### src/design/bcq_pkg.sv
// ----------------------------------------------------------------------------
// bcq_pkg
// Shared widths, constants and saturating Q16.16 helpers for the
// barycentric weight pipeline.
// ----------------------------------------------------------------------------
`default_nettype none

package bcq_pkg;

  localparam int WORD_W = 32;
  localparam int FRAC_W = 16;
  localparam int PROD_W = 2 * WORD_W;
  localparam int QBITS  = WORD_W + 1;
  localparam int DIV_LAT = QBITS + 1;
  localparam int NSTG   = 5 + DIV_LAT + 3;

  localparam logic signed [WORD_W-1:0] WMAX = {1'b0, {(WORD_W-1){1'b1}}};
  localparam logic signed [WORD_W-1:0] WMIN = {1'b1, {(WORD_W-1){1'b0}}};
  localparam logic signed [WORD_W-1:0] ONE  = WORD_W'(1) << FRAC_W;

  typedef logic signed [WORD_W-1:0] word_t;
  typedef logic signed [PROD_W-1:0] prod_t;

  function automatic word_t sat_sum(input logic signed [WORD_W:0] s);
    if (s[WORD_W] != s[WORD_W-1]) begin
      return s[WORD_W] ? WMIN : WMAX;
    end
    return s[WORD_W-1:0];
  endfunction

  function automatic word_t q_add(input word_t a, input word_t b);
    return sat_sum({a[WORD_W-1], a} + {b[WORD_W-1], b});
  endfunction

  function automatic word_t q_sub(input word_t a, input word_t b);
    return sat_sum({a[WORD_W-1], a} - {b[WORD_W-1], b});
  endfunction

  // floor shift of the full product, then clamp
  function automatic word_t q_scale(input prod_t p);
    logic [PROD_W-1:WORD_W+FRAC_W-1] top;
    top = p[PROD_W-1:WORD_W+FRAC_W-1];
    if (top != {(PROD_W-WORD_W-FRAC_W+1){p[PROD_W-1]}}) begin
      return p[PROD_W-1] ? WMIN : WMAX;
    end
    return p[WORD_W+FRAC_W-1:FRAC_W];
  endfunction

endpackage

`default_nettype wire

### src/design/bcq_recip.sv
// ----------------------------------------------------------------------------
// bcq_recip
// Pipelined reciprocal: 2^32 / d, truncated toward zero and saturated,
// one quotient bit per stage; zero divisor gives the positive maximum.
// ----------------------------------------------------------------------------
`default_nettype none

module bcq_recip import bcq_pkg::*; (
  input  wire logic  clk,
  input  wire logic  en,
  input  wire word_t denom,
  output word_t      inv
);

  logic [WORD_W-1:0] rem  [QBITS];
  logic [QBITS-1:0]  quo  [QBITS];
  logic [WORD_W-1:0] dmag [QBITS];
  logic              neg  [QBITS];
  logic              zero [QBITS];

  logic [WORD_W-1:0] in_mag;
  assign in_mag = denom[WORD_W-1] ? WORD_W'(-denom) : WORD_W'(denom);

  for (genvar k = 0; k < QBITS; k++) begin : g_stage
    logic [WORD_W-1:0] rem_prev;
    logic [QBITS-1:0]  quo_prev;
    logic [WORD_W-1:0] dm;
    logic              ng, zr;
    logic [WORD_W:0]   trial;
    logic              ge;

    if (k == 0) begin : g_first
      assign rem_prev = '0;
      assign quo_prev = '0;
      assign dm       = in_mag;
      assign ng       = denom[WORD_W-1];
      assign zr       = (denom == '0);
    end else begin : g_rest
      assign rem_prev = rem[k-1];
      assign quo_prev = quo[k-1];
      assign dm       = dmag[k-1];
      assign ng       = neg[k-1];
      assign zr       = zero[k-1];
    end

    assign trial = {rem_prev, (k == 0) ? 1'b1 : 1'b0};
    assign ge    = trial >= {1'b0, dm};

    always_ff @(posedge clk) begin
      if (en) begin
        rem[k]  <= ge ? WORD_W'(trial - {1'b0, dm}) : WORD_W'(trial);
        quo[k]  <= {quo_prev[QBITS-2:0], ge};
        dmag[k] <= dm;
        neg[k]  <= ng;
        zero[k] <= zr;
      end
    end
  end

  logic [QBITS-1:0] q;
  assign q = quo[QBITS-1];

  always_ff @(posedge clk) begin
    if (en) begin
      if (zero[QBITS-1]) begin
        inv <= WMAX;
      end else if (!neg[QBITS-1]) begin
        inv <= (q > QBITS'(WMAX)) ? WMAX : WORD_W'(q);
      end else begin
        inv <= (q > {1'b0, WMIN}) ? WMIN : WORD_W'(-q);
      end
    end
  end

endmodule

`default_nettype wire

### config.mk
export PLATFORM = sky130hd
export DESIGN_NAME = bcq_recip
export DESIGN_NICKNAME = d
export VERILOG_FILES = /design/src/design/bcq_pkg.sv /design/src/design/bcq_recip.sv
export SDC_FILE = /design/constraint.sdc
export NUM_CORES = 2
export LEC_CHECK = 0
export BUFFER_PORTS_ARGS = -buffer_cell sky130_fd_sc_hd__buf_2
export CORE_ASPECT_RATIO = 0.8
export CORE_UTILIZATION = 50
export CTS_BUF_LIST = sky130_fd_sc_hd__clkbuf_8 sky130_fd_sc_hd__clkbuf_16
export CTS_CLUSTER_DIAMETER = 150
export DETAILED_ROUTE_END_ITERATION = 10
export MAX_ROUTING_LAYER = met4
export PLACE_DENSITY = 0.65
export SLEW_MARGIN = 10
export SYNTH_ARGS = -nofsm -noshare
export SYNTH_HDL_FRONTEND = slang
export SYNTH_SLANG_ARGS = --single-unit
### constraint.sdc
create_clock -name clk -period 8.1 [get_ports clk]
set_input_delay 1.215 -clock clk [delete_from_list [all_inputs] [get_ports clk]]
set_output_delay 1.215 -clock clk [all_outputs]
set_load 0.05 [all_outputs]
==> metrics.log <==
[metrics] result of the run: completed
[metrics] maximum level of the CTS H-tree: 5
[metrics] Post-synth EDFFs: 2707
[metrics] placed cell count: 16300
[metrics] initial antenna violation count: 22
[metrics] cell with the biggest individual delay on the critical path: o41ai_1
[metrics] Total Negative Setup Slacks: 0 ns
[metrics] final number of setup-violating endpoints: 0
[metrics] final weighted congestion in routability-driven placement: 0.949
[metrics] Synth area leaders: edfxtp_1, ha_1, mux2_2, inv_1, a21oi_1
[metrics] Largest stage delay, worst path: 0.87 ns
[metrics] port bufs: 65
[metrics] average wire length per cell after detail routing: 21.3 um
[metrics] core box area: 291000 um2
[metrics] number of I/O pins: 66
[metrics] Placed Instance Area: 152000 um2
[metrics] wire length of the first global-routing pass: 552 mm
[metrics] aggregate routed wire length: 359 mm
[metrics] wire length the detailed router placed on met1: 180 mm
[metrics] # nets final: 13800
[metrics] maximum fanout count along the critical path: 33
[metrics] number of DRC violations after detailed routing: 0
[metrics] pins over their slew limit: 0
[metrics] Placement Setup Slack: 3.01 ns
[metrics] synthesized net count: 13700
[metrics] synth unique cells: 87
[metrics] clock latency of the later-clocked register in the worst-skew pair: 0.87 ns
[metrics] die extent in y: 487 um
[metrics] CTS root buf: clkbuf_16
[metrics] worst ir drop on vdd: 0.336 mV
[metrics] CTS max path bufs: 4
[metrics] #FFs+latches synth: 2707
[metrics] Layout Cell Area excl Fill: 162000 um2
[metrics] highest routing layer actually used: met4
[metrics] Horiz. Die Dim: 608 um
[metrics] synthesized instance count: 12600
[metrics] portion of synthesized cell area occupied by the leading cell type: 55.3%
[metrics] post-layout minimum cycle time: 4.89 ns
[metrics] power per unit of standard cell area: 410 nW/um2
[metrics] number of iterations in the first detailed-routing pass: 6
[metrics] Resized Gates After CTS: 0
[metrics] via density per instance: 5.79
[metrics] largest net degree at the start of global routing: 185
[metrics] die area: 296000 um2
[metrics] final-layout worst hold slack: 0.400 ns
[metrics] Met3 Wirelength: 25.4 mm
[metrics] Worst Path Required: 8.70 ns
[metrics] met2 wire len: 147 mm
[metrics] RSZ-0062 raised after global routing: false
[metrics] cell chain of the critical path: inv_1 -> ha_1 -> a21oi_1 -> o22ai_1 -> o41ai_1 -> o211ai_1 -> o21ai_0 -> nor3_1 -> o21a_1 -> o22ai_1 -> o21a_1 -> buf_4 -> mux2_2
[metrics] total congestion overflow: 0
[metrics] total global routing track utilization: 24.4%
[metrics] Critical Path Start Type: register
[metrics] clock skew after layout: 0.0420 ns
[metrics] post-route non-filler standard cell count: 16800
[metrics] CTS tree: yes
[metrics] max-cap viol count: 0
[metrics] worst setup path category: reg -> reg
[metrics] Syn Area/Cell: 11.7 um2
[metrics] register area share after synthesis: 55.3%
[metrics] data arrival time at the worst-slack endpoint: 5.49 ns
[metrics] fin crit share: 60.4%
[metrics] placed wire-length estimate after detailed placement: 267 mm
[metrics] Iter 0 DRT Violations: 9731
[metrics] async set-reset flop share out of synthesis: 0%
[metrics] post-synthesis cell type with the largest combined area: edfxtp_1
[metrics] Via Count: 97300
[metrics] Starting Density: 50.4%
[metrics] Pwr Total: 66.3 mW
[metrics] class of the tightest hold or removal check: reg -> reg
[metrics] Rel. slew slack: 18.1%
[metrics] kind of end point of the critical path: register
[metrics] count of buffers added by post-CTS timing repair for setup: 0
[metrics] post-synthesis instance area: 147000 um2
[metrics] Tightest Pin Transition: 1.22 ns
[metrics] post-layout worst setup margin: 3.21 ns
[metrics] number of nets with antenna violations after detailed routing: 0
[metrics] number of hold buffers added after CTS: 0
[metrics] Filler Cell Count: 24300
[metrics] number of hold-slack violations in the final timing report: 0
[metrics] clock tree sinks: 2707
[metrics] max frequency: 204 MHz
[metrics] clock edge transition at the registers on the reported setup and hold paths: 0.06 ns
[metrics] Area growth syn-to-layout: 10.1%
[metrics] number of global-route vias before repair: 92300
[metrics] static leakage power: 65.2 nW
[metrics] fraction of layout cells with a size suffix above 1: 9.21%
[metrics] most frequently used flop master after synthesis: edfxtp_1
[metrics] core occupancy in the finished layout: 55.5%
[metrics] std cell rows: 177
[metrics] Inserted Clock Buffers: 295
[metrics] count of yosys warnings during synthesis: 0
-- final cells by class --
cell class	count	area [um2]	area share, %
inverters	1297	4870	3.01
clock buffers	307	7680	4.75
diodes	7	17.5	0.0108
multi-input cells	8288	60000	37.1
flip-flops and latches	2707	81300	50.3
clock inverters	218	1920	1.19
repair buffers	144	1130	0.701
well taps	3848	4810	2.98
-- cell usage in the layout, fill, tap and decap left out, types with 182 or more instances in the layout --
cell type,netlist,routed
edfxtp_1,2707,2707
inv_1,1297,1351
ha_1,1027,1027
a21oi_1,966,964
nand2_1,835,834
o21ai_0,790,790
nor2_1,595,595
xnor2_1,546,545
mux2_2,505,505
a21o_1,474,474
clkbuf_16,0,307
xor2_1,302,302
nand3_1,182,182
-- cells in the mapped netlist, types with 38 or more instances --
master	number
o21ai_0	790
o21bai_1	115
a21o_1	474
nor2b_1	169
nand3_1	182
nand2b_1	142
or3_1	58
or2_2	38
nor4_1	56
nor2_1	595
a21oi_1	966
clkbuf_1	245
mux2_2	505
o21a_1	134
and2_1	55
and3_1	103
nand2_1	835
nor3_1	168
edfxtp_1	2707
inv_1	1297
nand4_1	154
xnor2_1	546
ha_1	1027
o31ai_1	67
a31oi_1	93
xor2_1	302
a211oi_1	92
-- worst max-delay path: cells and delay by family, from the launching register on --
family / cells / cell delay [ns]
simple gates: 1 / 0.15
buf+inv: 2 / 0.50
fa+ha+maj: 1 / 0.24
mux: 1 / 0.40
compound gates: 8 / 2.88
flops: 1 / 0.43
-- report_power, final --
part           total, mW  switching, mW  internal [mW]  leakage [nW]
clock network       13.5           5.60           7.92          4.89
registers           23.0           2.32           20.7          26.5
logic               29.8           16.7           13.1          33.9
-- kinds of logic (layout without fill, tap and decap cells) --
logic type,Yosys count,after routing,synth area share (%)
compound gates,3198,3198,13.6
flops,2707,2707,55.3
simple gates,2654,2654,8.72
buf+inv,1568,1966,4.02
fa+ha+maj,1058,1058,9.17
xor+xnor,848,848,5.06
mux,530,530,4.04
other cells,0,7,0
-- registers in the layout (all words and copies together), names as in the netlist --
signal / cells
dmag: 1024
zero: 33
neg: 33
quo: 561
rem: 1024
inv: 32
-- routing by layer --
layer  vias to the layer above  global-route usage (%)
met5                         -                       -
met4                         0                    4.60
met3                       414                    3.81
met2                      2875                    33.6
met1                     47400                    38.0
li1                      46600                       -
-- final timing paths --
kind                                    from  slack, ns  cells past startpoint     endpoint
worst max register to register  dmag[0][673]       3.21                     13  rem[0][708]
worst min-delay path              quo[1][33]       0.40                      0   quo[1][67]
worst max-delay path            dmag[0][673]       3.21                     13  rem[0][708]
worst min register to register    quo[1][33]       0.40                      0   quo[1][67]
No activity file was read; power rests on OpenSTA's default activity.
